==> config.mk <==
export PLATFORM = sky130hd
export DESIGN_NAME = ssb_ram
export DESIGN_NICKNAME = d
export VERILOG_FILES = /design/src/hdl/ssb_ram.sv
export SDC_FILE = /design/constraint.sdc
export NUM_CORES = 1
export LEC_CHECK = 0
export BUFFER_PORTS_ARGS = -buffer_cell sky130_fd_sc_hd__buf_4
export CAP_MARGIN = 20
export CORE_ASPECT_RATIO = 1.1
export CORE_MARGIN = 2
export CORE_UTILIZATION = 50
export CTS_CLUSTER_DIAMETER = 150
export DETAILED_ROUTE_END_ITERATION = 16
export GPL_ROUTABILITY_DRIVEN = 0
export GPL_TIMING_DRIVEN = 0
export PLACE_DENSITY = 0.77
export SKIP_LAST_GASP = 1
export SYNTH_ARGS = -nofsm -noshare
export SYNTH_HDL_FRONTEND = slang
export SYNTH_SLANG_ARGS = --single-unit
export TNS_END_PERCENT = 5
==> constraint.sdc <==
create_clock -name clk_i -period 3.3 [get_ports clk_i]
set_clock_uncertainty 0.15 [all_clocks]
set_input_delay 0.33 -clock clk_i [delete_from_list [all_inputs] [get_ports clk_i]]
set_output_delay 0.33 -clock clk_i [all_outputs]
set_load 0.01 [all_outputs]
==> src/hdl/ssb_ram.sv <==
// Generic single-port-write, single-port-read RAM with a registered read.
module ssb_ram #(
  parameter int unsigned DATA_W = 8,
  parameter int unsigned DEPTH  = 32,
  localparam int unsigned ADDR_W = (DEPTH > 1) ? $clog2(DEPTH) : 1
) (
  input  logic              clk_i,
  input  logic              we_i,
  input  logic [ADDR_W-1:0] waddr_i,
  input  logic [DATA_W-1:0] wdata_i,
  input  logic              re_i,
  input  logic [ADDR_W-1:0] raddr_i,
  output logic [DATA_W-1:0] rdata_o
);

  logic [DATA_W-1:0] mem_q [DEPTH];
  logic [DATA_W-1:0] rdata_q;

  always_ff @(posedge clk_i) begin
    if (we_i) begin
      mem_q[waddr_i] <= wdata_i;
    end
    if (re_i) begin
      rdata_q <= mem_q[raddr_i];
    end
  end

  assign rdata_o = rdata_q;

endmodule

==> key figures, run 1 <==
Clock tree
  • Clk_lat worst skew: 0.51 ns
  • Clk buf depth: 3
  • Clock Pin Slew Worst Setup and Hold Paths: 0.06 ns
  • Num CTS Buffers: 24
  • Clock sinks: 264
  • Root buffer cell: clkbuf_16
  • Post-CTS resize count: 0
  • Htree depth: 1
  • CTS tree: yes

Routing
  • DR DRC count: 0
  • 1st-iter DRT viols: 515
  • Via count: 4446
  • Vias per cell: 6.05
  • DR WL/cell: 26.3 um
  • Drt first pass iters: 5
  • WL final: 19400 um
  • Detail Route Antenna Nets: 0

Layout
  • FF+latch area: 7930 um^2
  • Multi-input logic area: 2100 um^2
  • Share of layout cells above drive strength 1: 31.7%
  • Syn-to-layout area delta: 12.1%
  • Net count, final: 488
  • Filler cells: 1393
  • Diode count: 0

Hold path
  • Min-Delay Path Class: in -> reg

Logic synthesis
  • Synth area leaders: edfxtp_1 78%, mux4_2 18%, nor2_1 1.2%
  • Sequential area share after synthesis: 78.2%
  • Yosys warns: 0
  • FF+latch count, synth: 264
  • Synth Area per Inst: 24.3 um^2
  • Gate count after technology mapping: 417
  • Synthesized cell area: 10100 um^2
  • Post-synth top area share: 78.2%
  • Post-synth top area cell: edfxtp_1
  • Post-Syn Nets: 438
  • Distinct cells, synth: 14

STA
  • Worst Tran Pin Value: 0.842 ns
  • Maximum clock frequency: 0.392 GHz
  • Relative slew slack: 43.7%
  • Count of final max-slew check failures: 0
  • Worst setup margin: 0.752 ns
  • Crit path time final: 2.55 ns
  • RSZ-0062 raised after global routing: false
  • Setup_tns: 0 ns
  • Final hold violation count: 0
  • Endpoints failing setup: 0
  • Period utilisation layout: 77.2%

Global routing
  • GRT overflow: 0
  • Vias in the first global route: 4627
  • All-Layer GR Usage: 18.6%
  • Largest net degree at the start of global routing: 33
  • Antenna violations before repair: 0
  • First-pass GRT wire length: 29300 um

Pwr
  • Clock power frac: 38.5%
  • Comb power frac: 5.4%
  • Worst VDD drop: 358 uV
  • Sw frac: 19.7%
  • Standby leakage power: 3.50 nW
  • Power Dens Cells: 588 nW/um^2
  • Sw Pwr: 1.32 mW
  • Flop pwr share: 56.2%
  • Power, Total: 6.68 mW
  • Internal: 5.36 mW

Worst setup path
  • Endpoint class of the critical path: flip-flop
  • Setup crit start kind: input port
  • WS Path Type: in -> reg
  • Worst EP required: 3.40 ns
  • CP Data Arrival Time: 2.65 ns
  • Crit Path Max Fanout: 10

Floorplan
  • FP Rows: 54
  • Die Ht: 153 um
  • IO Pins: 29
  • Initial Utilization: 51.0%
  • Die area: 21400 um^2
  • Core area: 19900 um^2
  • Die Wd: 140 um

Placement
  • Dpl ws: 0.189 ns
  • HPWL after DPL: 12600 um
  • Port-buffer cells: 23

Run
  • Max-cap viol count: 0

Outcome
  • Status: finished clean
==> power groups by stage <==
| stage | Sequential (mW) | Combinational (mW) | Clock [mW] |
|---|---|---|---|
| 6_report | 3.75 | 0.358 | 2.57 |
| 5_1_grt | 3.76 | 0.381 | 2.73 |
| 4_1_cts | 3.75 | 0.362 | 2.60 |
| 3_5_place_dp | 3.83 | 0.358 | 0 |
| 3_3_place_gp | 3.82 | 0.343 | 0 |
| 2_1_floorplan | 3.83 | 0.199 | 0 |
==> timing repair <==
item | CTS | global route
endpoints found under the hold margin | 8 | 0
hold buffers | 1 | 0
setup buffers | 0 | 0
==> metal layers <==
metal | share of wire [%] | wire length (um) | global-route usage, %
met1 | 39 | 7560 | 25.8
met2 | 51 | 9890 | 30.7
met3 | 8.0 | 1550 | 3.45
met4 | 1.9 | 359 | 5.10
met5 | 0 | 0 | 0
==> cell usage after synthesis <==
| cell type | instances |
|---|---|
| nand2_1 | 1 |
| buf_1 | 6 |
| buf_2 | 1 |
| nor2_1 | 33 |
| clkbuf_1 | 6 |
| buf_4 | 6 |
| nand3_1 | 2 |
| buf_6 | 1 |
| nand3b_1 | 5 |
| mux4_2 | 80 |
| or3_1 | 1 |
| edfxtp_1 | 264 |
| mux2_2 | 8 |
| or3b_2 | 3 |
==> cell usage in the layout (no fill, tap or decap) <==
cell             n
or3b_2           3
mux4_2          80
buf_4           29
clkbuf_1        12
buf_6            1
buf_1            6
buf_2            1
or3_1            1
dlygate4sd3_1    1
clkinv_2         3
edfxtp_1       264
nand3_1          2
clkbuf_16       25
bufinv_16        1
nor2_1          33
mux2_2           8
clkinv_4         1
nand3b_1         5
nand2_1          1
clkinv_1         5
clkinvlp_4       1
==> sequential cells by signal, indices dropped and copies added, names as in the netlist <==
signal and cells:
mem_q 256, rdata_o 8
==> area by class of cell <==
class | count | share of cell area (%)
buffer | 20 | 0.936
clock buffer | 31 | 5.71
clock inverter | 11 | 0.705
multi-input combinational | 133 | 18.5
sequential | 264 | 69.8
tap | 252 | 2.78
timing repair buffer | 24 | 1.61
==> critical path, stage by stage <==
cell and delay [ns]:
clkbuf_1 0.43, buf_1 0.62, mux4_2 0.44, mux4_2 0.53
mux2_2 0.29
==> worst paths after layout <==
path,cells after the start,slack [ns],start,endpoint
setup / recovery,5,0.75,raddr_i[2],rdata_o[2]
hold / removal,1,0.1,wdata_i[7],mem_q[0][7]
setup reg to reg,3,1.17,mem_q[23][1],rdata_o[1]
hold reg to reg,3,0.88,mem_q[24][6],rdata_o[6]
==> stage by stage <==
step | instances | util, % | hold WS, ns | area [um^2]
after global routing | 735 | 57.2 | 0.0971 | 11400
after CTS | 735 | 57.2 | 0.0818 | 11400
after detailed placement | 692 | 53.5 | 0.464 | 10600
after global placement | 692 | 53.5 | 0.452 | 10600
after floorplan | 417 | - | 0.279 | 10100
final | 735 | 57.2 | 0.0963 | 11400
==> cell families after synthesis <==
kind of cell	synth area share [%]
simple gates	2.05
flops	78.2
mux	18.7
buf+inv	1.05
Power figures use the tool's default switching activity.
==> inputs of run 2 (changes only) <==
--- a/config.mk
+++ b/config.mk
@@ -5,6 +5,7 @@
 export SDC_FILE = /design/constraint.sdc
 export NUM_CORES = 1
 export LEC_CHECK = 0
+export ABC_AREA = 1
 export BUFFER_PORTS_ARGS = -buffer_cell sky130_fd_sc_hd__buf_4
 export CAP_MARGIN = 20
 export CORE_ASPECT_RATIO = 1.1
@@ -14,7 +15,7 @@
 export DETAILED_ROUTE_END_ITERATION = 16
 export GPL_ROUTABILITY_DRIVEN = 0
 export GPL_TIMING_DRIVEN = 0
-export PLACE_DENSITY = 0.77
+export PLACE_DENSITY = 0.8
 export SKIP_LAST_GASP = 1
 export SYNTH_ARGS = -nofsm -noshare
 export SYNTH_HDL_FRONTEND = slang
==> constraint.sdc (replaced) <==
create_clock -name clk_i -period 2.29 [get_ports clk_i]
set_clock_uncertainty 0.15 [all_clocks]
set_input_delay 0.229 -clock clk_i [delete_from_list [all_inputs] [get_ports clk_i]]
set_output_delay 0.229 -clock clk_i [all_outputs]
set_load 0.01 [all_outputs]
==> run 2 against run 1 <==
  * Register-to-register slack got worse by 0.40 ns
  * Clock-buffer cell count down 2
  * Global-route usage rose by 4.4 points
  * Largest power group unchanged
  * Critical endpoint is now rdata_o[0]
==> key figures, run 2 <==
Worst setup path
  • Worst path slowest cell: buf_1
  • WP depth: 10
  • RR Startpoint: mem_q[21][4]
  • Crit Path Max Fanout: 10
  • Worst EP required: 2.40 ns
  • CP endpoint: rdata_o[0]
  • Delay of the slowest cell on the worst path: 0.58 ns
  • WS Path Type: in -> reg
  • Worst R2R End: rdata_o[4]
  • Bufs and invs on worst path: 3
  • Endpoint class of the critical path: flip-flop
  • R2R Setup Slk: 0.77 ns
  • Reg2reg path depth: 8
  • Critical path's top delay family: buffers and inverters
  • Worst path cell trace: buf_4, inv_2, buf_1, nand3_1, nand3_1, nand2_1, nand2_1, nand2_1, nand2_1, nand2_1
  • CP Data Arrival Time: 1.88 ns
  • Setup crit start kind: input port
  • Worst setup path startpoint: raddr_i[1]
  • Top cell by count, worst path: nand2_1

STA
  • Period utilisation layout: 77.5%
  • RSZ-0062 raised after global routing: false
  • Worst Tran Pin Value: 1.01 ns
  • Setup_tns: 0 ns
  • Maximum clock frequency: 0.563 GHz
  • Count of final max-slew check failures: 0
  • Final hold violation count: 0
  • Crit path time final: 1.78 ns
  • Endpoints failing setup: 0
  • Relative slew slack: 32.5%

Floorplan
  • Die Ht: 159 um
  • Die area: 22900 um^2
  • Die Wd: 145 um
  • Core area: 21300 um^2
  • Initial Utilization: 51.0%
  • FP Rows: 56
  • IO Pins: 29

Logic synthesis
  • Largest family of logic cells by synthesized area: simple AND/OR/NAND/NOR gates
  • Post-Syn Nets: 943
  • Post-synth EDFFs: 264
  • Post-synth top cells: 360 x nand2_1, 264 x edfxtp_1, 204 x nand3_1, 32 x nor2_1, 24 x buf_6
  • Gate count after technology mapping: 922
  • FFs w/ async S/R, synth: 0%
  • Synth Area per Inst: 11.8 um^2
  • Synthesized-area fraction occupied by adder cells: 0%
  • Yosys warns: 0
  • Count leader, synth: nand2_1
  • Post-Synth Simple-Gate Area: 22.9%
  • Synth area leaders: edfxtp_1 73%, nand2_1 12%, nand3_1 9.4%
  • Sequential area share after synthesis: 73.0%
  • FF+latch count, synth: 264
  • Post-synthesis xor/xnor area fraction: 0%
  • Synthesized cell area: 10900 um^2
  • Distinct cells, synth: 11
  • Primary FF master, synth: edfxtp_1
  • Post-synth top area share: 73.0%
  • Post-synthesis mux area share: 0%
  • Post-synth top area cell: edfxtp_1
  • Compound-Gate Fraction of Synth Area: 0%

Clock tree
  • CTS tree: yes
  • Clock Pin Slew Worst Setup and Hold Paths: 0.06 ns
  • Num CTS Buffers: 25
  • Clock sinks: 264
  • Post-CTS resize count: 0
  • Htree depth: 1
  • Clk buf depth: 3
  • Clk_lat worst skew: 0.52 ns
  • Root buffer cell: clkbuf_16

Placement
  • HPWL after DPL: 16700 um
  • Post-DP Area: 11400 um^2
  • Port-buffer cells: 25
  • Dpl cells: 1237

Pwr
  • Power, Total: 10.3 mW
  • Standby leakage power: 4.54 nW
  • Power Dens Cells: 838 nW/um^2
  • Worst VDD drop: 461 uV

Routing
  • 1st-iter DRT viols: 903
  • Via count: 7250
  • WL final: 25800 um
  • Vias per cell: 5.66
  • Drt first pass iters: 8
  • DR DRC count: 0
  • DR WL/cell: 20.1 um
  • Detail Route Antenna Nets: 0

Outcome
  • Status: finished clean

Layout
  • Diode count: 0
  • Fin util: 57.5%
  • Most flops, register: mem_q
  • Post-Layout Inst Area: 12200 um^2
  • Net count, final: 996
  • Most frequent cells in the layout: 360 x nand2_1, 264 x edfxtp_1, 204 x nand3_1
  • Largest register FFs: 256
  • Commonest non-fill, non-tap cell in the layout: nand2_1
  • Share of layout cells above drive strength 1: 10.6%
  • Non-filler instance count after layout: 1282
  • Syn-to-layout area delta: 12.7%

Global routing
  • First-pass GRT wire length: 38900 um
  • GRT overflow: 0
  • Largest net degree at the start of global routing: 33
  • Vias in the first global route: 6971
  • Antenna violations before repair: 0
  • All-Layer GR Usage: 23.0%

Hold path
  • Min-Delay Path Class: in -> reg

Run
  • Max-cap viol count: 0
[run 2: timing repair]
| item | in CTS | in global routing |
|---|---|---|
| hold buffers | 1 | 0 |
| buffers inserted | 0 | 0 |
| endpoints found under the hold margin | 8 | 0 |
[run 2: per-layer routing]
layer  part of all wire, %  global-route usage, %  vias up
met1                    38                   30.4     3445
met5                     0                      0        -
met4                   2.8                   7.49        0
li1                      -                      -     3308
met2                    49                   39.2      434
met3                    10                   3.70       63
[run 2: area by class of cell]
type,instances,area (um^2)
Sequential cell,264,7930
Timing Repair Buffer,26,198
Clock inverter,15,178
Fill cell,1664,9050
Tap cell,290,363
Inverter,10,37.5
Clock buffer,29,641
Multi-Input combinational cell,596,2490
Buffer,52,409
[run 2: logic make-up after synthesis]
family / Yosys count
simple gates: 596
flops: 264
buf+inv: 62
[run 2: worst min-delay path by stage]
stage	slack [ns]	startpoint	end	cells after the start
final	0.02	wdata_i[7]	mem_q[5][7]	1
after global placement	0.35	re_i	rdata_o[0]	1
after detailed placement	0.37	re_i	rdata_o[1]	1
after floorplan	0.18	wdata_i[0]	mem_q[0][0]	0
after global routing	0.02	wdata_i[7]	mem_q[6][7]	1
after CTS	0.009	wdata_i[7]	mem_q[0][7]	1
[run 2: per-stage QoR]
stage / hold slack, ns / setup slack (ns)
3_5_place_dp: 0.368 / 0.0778
5_1_grt: 0.0164 / 0.440
4_1_cts: 0.00931 / 0.594
6_report: 0.0195 / 0.515
2_1_floorplan: 0.178 / 0.877
3_3_place_gp: 0.352 / 0.112
[run 2: worst register-to-register path, delay by kind of cell (launching register included)]
family / cells / cell delay [ns]
flops: 1 / 0.37
simple gates: 8 / 0.71
[run 2: report_power, final]
part	internal, mW	switching [mW]	total (mW)
logic	0.211	0.500	0.711
clock network	2.45	1.69	4.14
registers	5.39	0.0158	5.41
total	8.05	2.21	10.3
