$ cat src/hdl/ssb_pkg.sv
// Shared types, codes and fixed-point constants of the setpoint smoother bank.
package ssb_pkg;

  localparam int unsigned NUM_ENTRIES_DEF = 32;

  localparam int unsigned IDX_W  = 6;
  localparam int unsigned VAL_W  = 32;
  localparam int unsigned DIFF_W = 33;
  localparam int unsigned THR_W  = 16;
  localparam int unsigned T_W    = 17;

  // Tick fraction t saturates at 1.0 in Q16.16.
  localparam logic [T_W-1:0] ONE_Q = 17'h10000;

  // 2*pi in Q16.16, rounded. It is odd, so the nearest remainder never ties.
  localparam logic [18:0] TWO_PI_Q = 19'd411775;
  localparam logic [17:0] WRAP_HALF = 18'((TWO_PI_Q - 19'd1) / 2);

  // The wrap unit lifts its input by a multiple of 2*pi so the operand of the
  // reciprocal multiply is never negative, and stays below 2^34.
  localparam int unsigned WRAP_Z_W   = 34;
  localparam int unsigned WRAP_SHIFT = 34;
  localparam logic [63:0] TWO_PI_Q64 = 64'(TWO_PI_Q);
  localparam logic [WRAP_Z_W-1:0] WRAP_OFFSET = 34'(TWO_PI_Q64 * 64'd16384);
  localparam logic [15:0] WRAP_RECIP = 16'((64'd1 << WRAP_SHIFT) / TWO_PI_Q64);

  typedef enum logic [1:0] {
    MODE_SET   = 2'd0,
    MODE_TICK  = 2'd1,
    MODE_CLEAR = 2'd2
  } mode_e;

  typedef enum logic [1:0] {
    KIND_NONE   = 2'd0,
    KIND_LINEAR = 2'd1,
    KIND_ANGLE  = 2'd2
  } kind_e;

endpackage

$ cat src/hdl/ssb_wrap.sv
// Three-stage pipelined wrap of a signed Q16.16 value to the nearest remainder of 2*pi.
module ssb_wrap (
  input  logic                                clk_i,
  input  logic signed [ssb_pkg::DIFF_W-1:0]   x_i,
  output logic signed [ssb_pkg::VAL_W-1:0]    y_o
);

  logic [35:0]                    z_full;
  logic [ssb_pkg::WRAP_Z_W-1:0]   z_a;
  logic [49:0]                    recip_prod;
  logic [ssb_pkg::WRAP_Z_W-1:0]   z_a_q;
  logic [15:0]                    quo_a_q;
  logic [ssb_pkg::WRAP_Z_W-1:0]   z_b_q;
  logic [34:0]                    qm_b_q;
  logic [ssb_pkg::WRAP_Z_W-1:0]   rem_full;
  logic [19:0]                    rem;
  logic [19:0]                    rem_fix;
  logic [20:0]                    res;
  logic signed [ssb_pkg::VAL_W-1:0] y_q;

  // Adding half a period turns the nearest remainder into a floor remainder.
  assign z_full = {{3{x_i[ssb_pkg::DIFF_W-1]}}, x_i} + 36'(ssb_pkg::WRAP_HALF)
                + 36'(ssb_pkg::WRAP_OFFSET);
  assign z_a = z_full[ssb_pkg::WRAP_Z_W-1:0];
  assign recip_prod = z_a * ssb_pkg::WRAP_RECIP;

  // The reciprocal estimate is low by at most one, so one correction suffices.
  assign rem_full = z_b_q - qm_b_q[ssb_pkg::WRAP_Z_W-1:0];
  assign rem      = rem_full[19:0];
  assign rem_fix  = (rem >= 20'(ssb_pkg::TWO_PI_Q)) ? rem - 20'(ssb_pkg::TWO_PI_Q) : rem;
  assign res      = {1'b0, rem_fix} - 21'(ssb_pkg::WRAP_HALF);

  always_ff @(posedge clk_i) begin
    z_a_q   <= z_a;
    quo_a_q <= recip_prod[49:ssb_pkg::WRAP_SHIFT];
    z_b_q   <= z_a_q;
    qm_b_q  <= quo_a_q * ssb_pkg::TWO_PI_Q;
    y_q     <= {{11{res[20]}}, res};
  end

  assign y_o = y_q;

endmodule

$ cat config.mk
export PLATFORM = sky130hd
export DESIGN_NAME = ssb_wrap
export DESIGN_NICKNAME = d
export VERILOG_FILES = /design/src/hdl/ssb_pkg.sv /design/src/hdl/ssb_wrap.sv
export SDC_FILE = /design/constraint.sdc
export NUM_CORES = 1
export LEC_CHECK = 0
export ABC_AREA = 1
export ABC_CLOCK_PERIOD_IN_PS = 9000
export BUFFER_PORTS_ARGS = -buffer_cell sky130_fd_sc_hd__buf_2
export CORE_ASPECT_RATIO = 1.5
export CORE_MARGIN = 5
export CORE_UTILIZATION = 50
export CTS_CLUSTER_DIAMETER = 80
export DETAILED_ROUTE_END_ITERATION = 6
export PLACE_DENSITY = 0.67
export SYNTH_ARGS = -nofsm -noshare
export SYNTH_HDL_FRONTEND = slang
export SYNTH_SLANG_ARGS = --single-unit
$ cat constraint.sdc
create_clock -name clk_i -period 9 [get_ports clk_i]
set_input_delay 1.35 -clock clk_i [delete_from_list [all_inputs] [get_ports clk_i]]
set_output_delay 1.35 -clock clk_i [all_outputs]
set_load 0.02 [all_outputs]
==> results by group, run 1 <==
Run status
  • Outcome: finished, final reports clean

Worst setup path
  • CP required: 9.25 ns
  • Crit path DAT: 8.77 ns
  • Largest fanout on the critical path: 4
  • Crit Path Class: input pin to register
  • Critical Path Source Type: input pin
  • Critical Path Slowest Stage Cell: sky130_fd_sc_hd__fa_1
  • Category of cells accounting for the largest share of critical-path delay: adder cells
  • Buffering stage count on the worst path with inverters included: 11
  • Max incr delay on CP: 0.54 ns
  • Crit end category: register

Synthesis
  • Share of synthesized registers carrying an async set or reset: 0%
  • Syn Nets: 2978
  • Most common flop cell mapped by yosys: sky130_fd_sc_hd__dfxtp_1
  • Avg Inst Size Synth: 7.86 µm²
  • Count of flip-flops with a built-in enable after synthesis: 0
  • Share of the yosys chip area belonging to registers: 10.3%
  • Unique masters post-synth: 44
  • Yosys warning total: 0
  • Post-synthesis instance area: 18800 µm²
  • Number of cells produced by synthesis: 2387
  • Flip-flop and latch count after synthesis: 97

Drt
  • Final Routed Wirelength: 45200 µm
  • Detailed Route Iter0 Violations: 479
  • Total number of vias: 14900
  • Post-detailed-route wirelength per cell: 15.2 µm
  • Residual DRC: 0
  • Vias per cell: 4.99
  • Initial DRT Pass Iterations: 7
  • Antenna viol nets, final: 0

Timing
  • Maximum operating frequency: 117 MHz
  • Number of hold violations in the final report: 0
  • Skew final: 0.0101 ns
  • Portion of the clock cycle consumed by the worst path in the final layout: 94.7%
  • Max Slew Vio Count: 0
  • Period minus WS final: 8.52 ns
  • Unrepaired setup endpoints after global routing: true
  • Worst max-slew margin expressed relative to the limit: 49.8%
  • Least-Margin Pin Slew: 0.745 ns
  • Final setup violation count: 0

Clock network
  • Clock latency reported for the late side of the worst-skew pair: 0.36 ns
  • Hold bufs inserted after CTS: 0
  • Gates resized, CTS repair: 0
  • Postcts setup bufs: 0
  • Max H-tree Level: 3
  • TritonCTS clock tree: yes
  • Clock buffers created by TritonCTS: 9
  • Clock-pin slew of the registers on the worst-case setup and hold paths: 0.07 ns
  • Maximum number of buffers from clock root to sink: 2
  • Root buffer cell: sky130_fd_sc_hd__clkbuf_16
  • TritonCTS Sinks: 97

Global route
  • Global-route total usage across every layer: 22.6%
  • Initial antenna violation count: 0
  • Met3 track utilization from global routing: 1.55%
  • Global route overflow: 0
  • Wire length of the first global-routing pass: 75200 µm
  • Maximum number of pins on one net before global-route repair: 33
  • Met1 global-route usage: 21.1%
  • Met2 track demand over resource: 47.2%
  • Most Crowded Layer GR: met2
  • Vias in the first global route: 16100

Layout
  • Leading cell type in the layout, fill and taps excluded: sky130_fd_sc_hd__inv_1
  • Nets: 3074
  • Fraction of layout instances using a drive strength above 1: 8.00%
  • Number of diodes added for antenna fixing: 0
  • Area growth from synthesis to final layout: 7.75%
  • Fillers: 3535
  • Layout Cell Area excl Fill: 20200 µm²
  • Most used cells in the layout excluding fill and tap cells: sky130_fd_sc_hd__inv_1, sky130_fd_sc_hd__nand2_1, sky130_fd_sc_hd__ha_1

Placement
  • Final weighted congestion in routability-driven placement: 0.961
  • Standard cell area after detailed placement: 19800 µm²
  • Half-perimeter wire length after placement: 41300 µm
  • Input/output buffers: 65

Floorplan
  • Die X: 168 µm
  • Effective utilization at floorplan: 50.3%
  • Site row count: 87
  • I/O pins: 66
  • Area of the core region: 37300 µm²
  • Overall die height: 247 µm
  • Die Area: 41600 µm²

Run
  • Count of maximum capacitance violations: 0

Hold path
  • Worst min-delay path category: register to register
final cells by class:
cell class | instances | area, µm² | share of cell area, %
clock buffer | 10 | 239 | 1.18
clock inverter | 6 | 83.8 | 0.414
inverter | 690 | 2590 | 12.8
multi-input combinational | 1586 | 14200 | 70.1
sequential | 97 | 1940 | 9.60
tap | 489 | 612 | 3.02
timing repair buffer | 99 | 581 | 2.87
state kept, by name, summed over array words and instances, names as in the netlist:
name,cells
z_b_q,20
z_a_q,20
y_o,21
quo_a_q,16
qm_b_q,20
per-stage QoR:
| stage | utilization (%) | worst slack (ns) | std cells | setup TNS [ns] | hold slack (ns) |
|---|---|---|---|---|---|
| after floorplan | - | 0.609 | 2387 | 0 | 0.310 |
| after global placement | 53.2 | -0.00847 | 2961 | -0.00847 | 0.311 |
| after detailed placement | 53.2 | -0.199 | 2961 | -0.482 | 0.312 |
| after CTS | 54.0 | 0.170 | 2977 | 0 | 0.327 |
| after global routing | 54.2 | -0.0263 | 2977 | -0.0263 | 0.336 |
| final | 54.2 | 0.476 | 2977 | 0 | 0.327 |
worst register-to-register path: cells and delay by family, from the launching register on:
| family | cells | cell delay [ns] |
|---|---|---|
| AOI/OAI and AO/OA | 6 | 1.14 |
| xor gates and xnor gates | 1 | 0.13 |
| adders and majority gates | 7 | 3.15 |
| buffers and inverters | 4 | 0.28 |
| DFF | 1 | 0.44 |
| and+or+nand+nor | 3 | 0.22 |
synth_stat cells, types with 5 or more instances:
cell type,count,share of area (%)
sky130_fd_sc_hd__o21ai_2,6,0.28
sky130_fd_sc_hd__ha_1,298,20
sky130_fd_sc_hd__xor2_1,79,3.7
sky130_fd_sc_hd__or2_2,7,0.23
sky130_fd_sc_hd__nand3_2,5,0.27
sky130_fd_sc_hd__inv_1,683,14
sky130_fd_sc_hd__dfxtp_1,97,10
sky130_fd_sc_hd__inv_2,7,0.14
sky130_fd_sc_hd__fa_1,259,28
sky130_fd_sc_hd__xnor2_1,29,1.4
sky130_fd_sc_hd__nor2_2,10,0.33
sky130_fd_sc_hd__o21ai_0,50,1.3
sky130_fd_sc_hd__a21oi_1,101,2.7
sky130_fd_sc_hd__nor3_1,14,0.37
sky130_fd_sc_hd__o21bai_1,7,0.28
sky130_fd_sc_hd__nand3_1,81,2.2
sky130_fd_sc_hd__a31oi_1,13,0.43
sky130_fd_sc_hd__nor4_1,6,0.20
sky130_fd_sc_hd__nand4_1,23,0.77
sky130_fd_sc_hd__nor2_1,134,2.7
sky130_fd_sc_hd__nand2_2,25,0.83
sky130_fd_sc_hd__nand2_1,397,7.9
sky130_fd_sc_hd__buf_4,11,0.44
cells by family after synthesis:
family                   after synthesis  share of synthesized area (%)
adder cells (fa/ha/maj)              557                           47.5
AO/OA/AOI/OAI                        205                           6.19
flip-flops                            97                           10.3
XOR/XNOR                             108                           5.04
AND/OR/NAND/NOR                      716                           16.5
buffers and inverters                704                           14.4
per-layer routing:
layer / part of all wire (%) / wire length, µm
met4: 6.1 / 2780
met3: 1.9 / 876
met2: 57 / 25900
met1: 35 / 15700
met5: 0 / 0
worst paths after layout:
check,end,from,slack (ns),cells after the start
worst min register to register,z_b_q[11],z_a_q[11],0.33,0
worst max-delay path,quo_a_q[8],x_i[0],0.48,43
worst min-delay path,z_b_q[11],z_a_q[11],0.33,0
worst max register to register,qm_b_q[18],quo_a_q[5],3.53,21
Power of run 1 is left out: the tool's default activity adds up to more than one toggle a clock period on the data nets, which glitch-free logic cannot reach.
==> run 2, diff against run 1 <==
Settings changed: ABC_AREA 1 to not set.
==> results by group, run 2 <==
Global route
  • Initial antenna violation count: 1 (+1)
  • Maximum number of pins on one net before global-route repair: 22 (-33%)
  • Global-route total usage across every layer: 20.1% (-2.5 points)
  • Global route overflow: 0 (unchanged)
  • Vias in the first global route: 13200 (-18%)
  • Wire length of the first global-routing pass: 62300 µm (-17%)

Worst setup path
  • Crit end category: register
  • Critical Path Source Type: input pin
  • Reg-to-reg startpoint: quo_a_q[5]
  • Crit Path Class: input pin to register
  • Crit path DAT: 8.99 ns (+0.22 ns)
  • Register-to-Register Path Depth: 21 (unchanged)
  • Critical Path Slowest Stage Cell: sky130_fd_sc_hd__fa_1
  • CP required: 9.25 ns (about the same)
  • Termination of the worst setup path: quo_a_q[15]
  • Max incr delay on CP: 0.58 ns (+0.04 ns)
  • Largest fanout on the critical path: 4 (unchanged)
  • Reg2reg end: qm_b_q[19]
  • Reg2Reg Setup Slack: 3.36 ns (-0.17 ns)
  • Launching element of the worst setup path: x_i[4]
  • Most used cell, CP: sky130_fd_sc_hd__fa_1

Synthesis
  • Cell type contributing the most total cell area after synthesis: sky130_fd_sc_hd__fa_1
  • Syn Nets: 2382 (-20%)
  • Avg Inst Size Synth: 9.55 µm² (+21%)
  • Post-synthesis instance area: 17100 µm² (-8.9%)
  • Cell types with the largest area share after synthesis: sky130_fd_sc_hd__fa_1, sky130_fd_sc_hd__ha_1, sky130_fd_sc_hd__dfxtp_1, sky130_fd_sc_hd__inv_1, sky130_fd_sc_hd__xnor2_1
  • Ranking of synthesized cells by instance count: sky130_fd_sc_hd__inv_1, sky130_fd_sc_hd__ha_1, sky130_fd_sc_hd__fa_1
  • Count of flip-flops with a built-in enable after synthesis: 0 (unchanged)
  • Share of synthesized registers carrying an async set or reset: 0% (unchanged)
  • Number of cells produced by synthesis: 1791 (-25%)
  • Most common flop cell mapped by yosys: sky130_fd_sc_hd__dfxtp_1
  • Most repeated cell in the gate-level netlist after synthesis: sky130_fd_sc_hd__inv_1
  • Top cell type's share of synthesized area: 30.3% (+2.7 points)
  • Yosys warning total: 0 (unchanged)
  • Flip-flop and latch count after synthesis: 97 (unchanged)
  • Share of the yosys chip area belonging to registers: 11.4% (+1.0 points)
  • Unique masters post-synth: 88 (+100%)

Timing
  • Portion of the clock cycle consumed by the worst path in the final layout: 97.1% (+2.4 points)
  • Unrepaired setup endpoints after global routing: true
  • Period minus WS final: 8.74 ns (+0.216 ns)
  • Worst max-slew margin expressed relative to the limit: 33.3% (-16 points)
  • Max Slew Vio Count: 0 (unchanged)
  • Least-Margin Pin Slew: 0.984 ns (+0.240 ns)
  • Final setup violation count: 0 (unchanged)
  • Skew final: 0.0116 ns (+0.00151 ns)
  • Slack of the critical path: 0.260 ns (-0.216 ns)
  • Number of hold violations in the final report: 0 (unchanged)
  • Minimum hold slack: 0.328 ns (+0.000548 ns)
  • Maximum operating frequency: 114 MHz (-2.5%)

Drt
  • Total number of vias: 12100 (-19%)
  • Vias per cell: 5.12 (+2.6%)
  • Final Routed Wirelength: 36800 µm (-19%)
  • Antenna viol nets, final: 0 (unchanged)
  • Post-detailed-route wirelength per cell: 15.6 µm (+2.7%)
  • Detailed Route Iter0 Violations: 417 (-13%)
  • Initial DRT Pass Iterations: 4 (-3)
  • Residual DRC: 0 (unchanged)

Floorplan
  • Effective utilization at floorplan: 50.2% (-0.078 points)
  • I/O pins: 66 (unchanged)
  • Die X: 161 µm (-4.3%)
  • Die Area: 38100 µm² (-8.5%)
  • Area of the core region: 34100 µm² (-8.8%)
  • Site row count: 83 (-4.6%)
  • Overall die height: 236 µm (-4.4%)

Layout
  • Register Area: 1940 µm² (unchanged)
  • Area used by multi-input combinational logic: 13400 µm² (-5.7%)
  • Leading cell type in the layout, fill and taps excluded: sky130_fd_sc_hd__inv_1
  • Most used cells in the layout excluding fill and tap cells: sky130_fd_sc_hd__inv_1, sky130_fd_sc_hd__ha_1, sky130_fd_sc_hd__fa_1
  • Max reg flops: 21 (unchanged)
  • Fillers: 2999 (-15%)
  • Layout Cell Area excl Fill: 19000 µm² (-6.0%)
  • Area growth from synthesis to final layout: 11.2%
  • Nets: 2520 (-18%)
  • Fraction of layout instances using a drive strength above 1: 12.3% (+4.3 points)
  • Number of diodes added for antenna fixing: 0 (unchanged)

Run
  • Count of maximum capacitance violations: 0 (unchanged)

Clock network
  • Max H-tree Level: 3 (unchanged)
  • Clock buffers created by TritonCTS: 9 (unchanged)
  • TritonCTS Sinks: 97 (unchanged)
  • TritonCTS clock tree: yes
  • Maximum number of buffers from clock root to sink: 2 (unchanged)
  • Clock latency reported for the late side of the worst-skew pair: 0.36 ns (about the same)
  • Root buffer cell: sky130_fd_sc_hd__clkbuf_16
  • Clock-pin slew of the registers on the worst-case setup and hold paths: 0.08 ns (about the same)

Placement
  • Half-perimeter wire length after placement: 33000 µm (-20%)
  • Standard cell area after detailed placement: 18400 µm² (-7.4%)
  • Final weighted congestion in routability-driven placement: 0.921 (-4.1%)
  • Worst setup timing slack at the placement stage: -0.292 ns (-0.0932 ns)
  • Input/output buffers: 65 (unchanged)

Hold path
  • Worst min-delay path category: register to register

Run status
  • Outcome: finished, final reports clean
-- run 2: changes by cell type after synthesis, moves of 39 or more --
cell / delta
sky130_fd_sc_hd__nand2_1: -336
sky130_fd_sc_hd__inv_1: -194
sky130_fd_sc_hd__nor2_1: -80
sky130_fd_sc_hd__xnor2_1: +61
sky130_fd_sc_hd__nand3_1: -59
sky130_fd_sc_hd__a21oi_1: -39
-- run 2: worst min-delay path by stage --
stage | cells past startpoint | from | slack [ns] | end
after floorplan | 0 | z_a_q[0] | 0.31 | z_b_q[0]
after global placement | 0 | z_a_q[8] | 0.31 | z_b_q[8]
after detailed placement | 0 | z_a_q[1] | 0.31 | z_b_q[1]
after CTS | 0 | z_a_q[6] | 0.33 | z_b_q[6]
after global routing | 0 | z_a_q[6] | 0.34 | z_b_q[6]
final | 0 | z_a_q[5] | 0.33 | z_b_q[5]
-- run 2: logic make-up after synthesis --
kind of cell | count (synthesis) | synth area share (%)
adders and majority gates | 557 | 52.1
DFF | 97 | 11.4
xor gates and xnor gates | 139 | 7.32
buffers and inverters | 517 | 11.8
AOI/OAI and AO/OA | 235 | 9.67
muxes | 6 | 0.388
and+or+nand+nor | 240 | 7.35
-- run 2: repair_timing --
item / 4_1_cts / 5_1_grt
hold buffers: 0 / 0
setup endpoints to repair: 0 / 11
setup buffers: 0 / 15
gates resized for setup: 0 / 35
-- run 2: final cells by class --
| cell class | instances | area share [%] |
|---|---|---|
| repair buffers | 154 | 5.26 |
| clock buffers | 9 | 1.18 |
| well taps | 425 | 2.80 |
| clock inverters | 7 | 0.520 |
| inverters | 490 | 9.67 |
| multi-input cells | 1177 | 70.3 |
| flip-flops and latches | 97 | 10.2 |
-- run 2: layer usage --
metal	wire (µm)	part of all wire, %	global-route usage (%)	vias up
met1	13600	37	21.2	5897
met5	13	0.035	0	-
met4	1500	4.1	7.53	2
met2	20900	57	40.3	181
met3	801	2.2	2.02	76
li1	-	-	-	5927
-- run 2: metrics by stage --
step                      TNS, ns  util, %  std cells
after CTS                       0     54.9       2344
after global placement     -0.226     54.0       2328
after global routing      -0.0703     55.8       2359
final                           0     55.8       2359
after detailed placement    -1.13     54.0       2328
after floorplan                 0        -       1791
-- run 2: critical path: cells and delay by family --
family                     cells  cell delay [ns]
xor gates and xnor gates       2             0.24
adders and majority gates      7             3.16
AOI/OAI and AO/OA             13             2.88
and+or+nand+nor                6             0.76
buffers and inverters          5             0.56
Power of run 2 is left out for the same reason.
==> run 3, diff against run 2 <==
Settings changed: BUFFER_PORTS_ARGS -buffer_cell sky130_fd_sc_hd__buf_2 to not set, DONT_BUFFER_PORTS set to 1, PLACE_DENSITY 0.67 to not set.
==> results by group, run 3 (synthesized netlist as in run 2, its figures left out) <==
Floorplan
  • Overall die height: 236 µm (unchanged)
  • I/O pins: 66 (unchanged)
  • Die Area: 38100 µm² (unchanged)
  • Site row count: 83 (unchanged)
  • Effective utilization at floorplan: 50.2% (unchanged)
  • Die X: 161 µm (unchanged)
  • Area of the core region: 34100 µm² (unchanged)

Clock network
  • Clock buffers created by TritonCTS: 9 (unchanged)
  • TritonCTS Sinks: 97 (unchanged)
  • Clock-pin slew of the registers on the worst-case setup and hold paths: 0.07 ns (about the same)
  • TritonCTS clock tree: yes
  • Root buffer cell: sky130_fd_sc_hd__clkbuf_16
  • Clock latency reported for the late side of the worst-skew pair: 0.36 ns (about the same)
  • Maximum number of buffers from clock root to sink: 2 (unchanged)
  • Max H-tree Level: 3 (unchanged)

Drt
  • Post-detailed-route wirelength per cell: 16.1 µm (+3.5%)
  • Antenna viol nets, final: 0 (unchanged)
  • Final Routed Wirelength: 36600 µm (-0.52%)
  • Detailed Route Iter0 Violations: 447 (+7.2%)
  • Total number of vias: 11700 (-2.9%)
  • Initial DRT Pass Iterations: 5 (+1)
  • Residual DRC: 0 (unchanged)
  • Vias per cell: 5.17 (+0.98%)

Run status
  • Outcome: finished, final reports clean

Timing
  • Maximum operating frequency: 116 MHz (+1.5%)
  • Worst max-slew margin expressed relative to the limit: 28.9% (-4.5 points)
  • Least-Margin Pin Slew: 1.06 ns (+0.0752 ns)
  • Number of hold violations in the final report: 0 (unchanged)
  • Max Slew Vio Count: 0 (unchanged)
  • Final setup violation count: 0 (unchanged)
  • Skew final: 0.00781 ns (-0.00382 ns)
  • Period minus WS final: 8.61 ns (-0.132 ns)
  • Setup TNS after final layout: 0 ns (unchanged)
  • Portion of the clock cycle consumed by the worst path in the final layout: 95.6% (-1.5 points)

Layout
  • Nets: 2429 (-3.6%)
  • Layout Cell Area excl Fill: 18300 µm² (-3.5%)
  • Fillers: 3125 (+4.2%)
  • Max reg flops: 21 (unchanged)
  • Area used by multi-input combinational logic: 13300 µm² (-0.82%)
  • Leading cell type in the layout, fill and taps excluded: sky130_fd_sc_hd__inv_1
  • Core Util, Final: 53.9% (-2.0 points)
  • Area growth from synthesis to final layout: 7.29%
  • Fraction of layout instances using a drive strength above 1: 7.11% (-5.1 points)
  • Most used cells in the layout excluding fill and tap cells: sky130_fd_sc_hd__inv_1, sky130_fd_sc_hd__ha_1, sky130_fd_sc_hd__fa_1
  • Number of diodes added for antenna fixing: 0 (unchanged)
  • Number of non-filler instances in the completed layout: 2268 (-3.9%)
  • Register Area: 1940 µm² (about the same)

Global route
  • Initial antenna violation count: 0 (-1)
  • Vias in the first global route: 12800 (-3.1%)
  • Global-route total usage across every layer: 20.4% (+0.26 points)
  • Wire length of the first global-routing pass: 62300 µm (about the same)
  • Global route overflow: 0 (unchanged)
  • Maximum number of pins on one net before global-route repair: 20 (-9.1%)

Worst setup path
  • Largest fanout on the critical path: 6 (+2)
  • CP required: 9.29 ns (+0.04 ns)
  • Crit Path Class: input pin to register
  • Max incr delay on CP: 0.56 ns (-0.02 ns)
  • Crit path DAT: 8.89 ns (-0.10 ns)
  • Critical Path Source Type: input pin
  • Most used cell, CP: sky130_fd_sc_hd__fa_1
  • Crit end category: register
  • Critical Path Slowest Stage Cell: sky130_fd_sc_hd__fa_1

Hold path
  • Worst min-delay path category: register to register

Placement
  • # placed instances: 2249 (-3.4%)
  • Half-perimeter wire length after placement: 33200 µm (+0.62%)
  • Final weighted congestion in routability-driven placement: 0.921 (about the same)
  • Input/output buffers: 0 (-100%)
  • Standard cell area after detailed placement: 18000 µm² (-2.3%)

Run
  • Count of maximum capacitance violations: 0 (unchanged)
## run 3: worst max-delay path, delay by kind of cell
kind	cells	cell delay, ns
AO/OA/AOI/OAI	14	2.84
XOR/XNOR	2	0.34
adder cells (fa/ha/maj)	8	3.48
buffers and inverters	5	0.47
AND/OR/NAND/NOR	2	0.41
## run 3: worst paths after layout
| path | from | endpoint | slack (ns) | cells after the start |
|---|---|---|---|---|
| min reg2reg | z_a_q[10] | z_b_q[10] | 0.33 | 0 |
| min | z_a_q[10] | z_b_q[10] | 0.33 | 0 |
| max reg2reg | quo_a_q[5] | qm_b_q[19] | 3.38 | 21 |
| max | x_i[0] | quo_a_q[15] | 0.39 | 31 |
## run 3: what timing repair did
| item | CTS | global route |
|---|---|---|
| buffers inserted | 0 | 3 |
| resized for setup | 0 | 13 |
| hold buffers | 0 | 0 |
| setup endpoints to repair | 0 | 7 |
## run 3: through the flow
stage               setup WS, ns  hold WS (ns)
finish                     0.393         0.326
global route            -0.00449         0.336
global placement         -0.0265         0.310
CTS                        0.173         0.325
detailed placement        -0.168         0.312
floorplan                0.00819         0.310
## run 3: layer usage
metal,wire length [µm],vias up,track usage (%)
met1,13700,5725,21.8
met3,806,69,1.78
met5,0,-,0
li1,-,5751,-
met2,20800,186,41.1
met4,1380,0,6.91
## run 3: layout make-up
| cell class | count | share of cell area (%) |
|---|---|---|
| inverters | 490 | 10.0 |
| multi-input cells | 1177 | 72.3 |
| clock inverters | 7 | 0.382 |
| flip-flops and latches | 97 | 10.6 |
| repair buffers | 63 | 2.58 |
| clock buffers | 9 | 1.23 |
| well taps | 425 | 2.90 |
Power of run 3 is left out for the same reason.
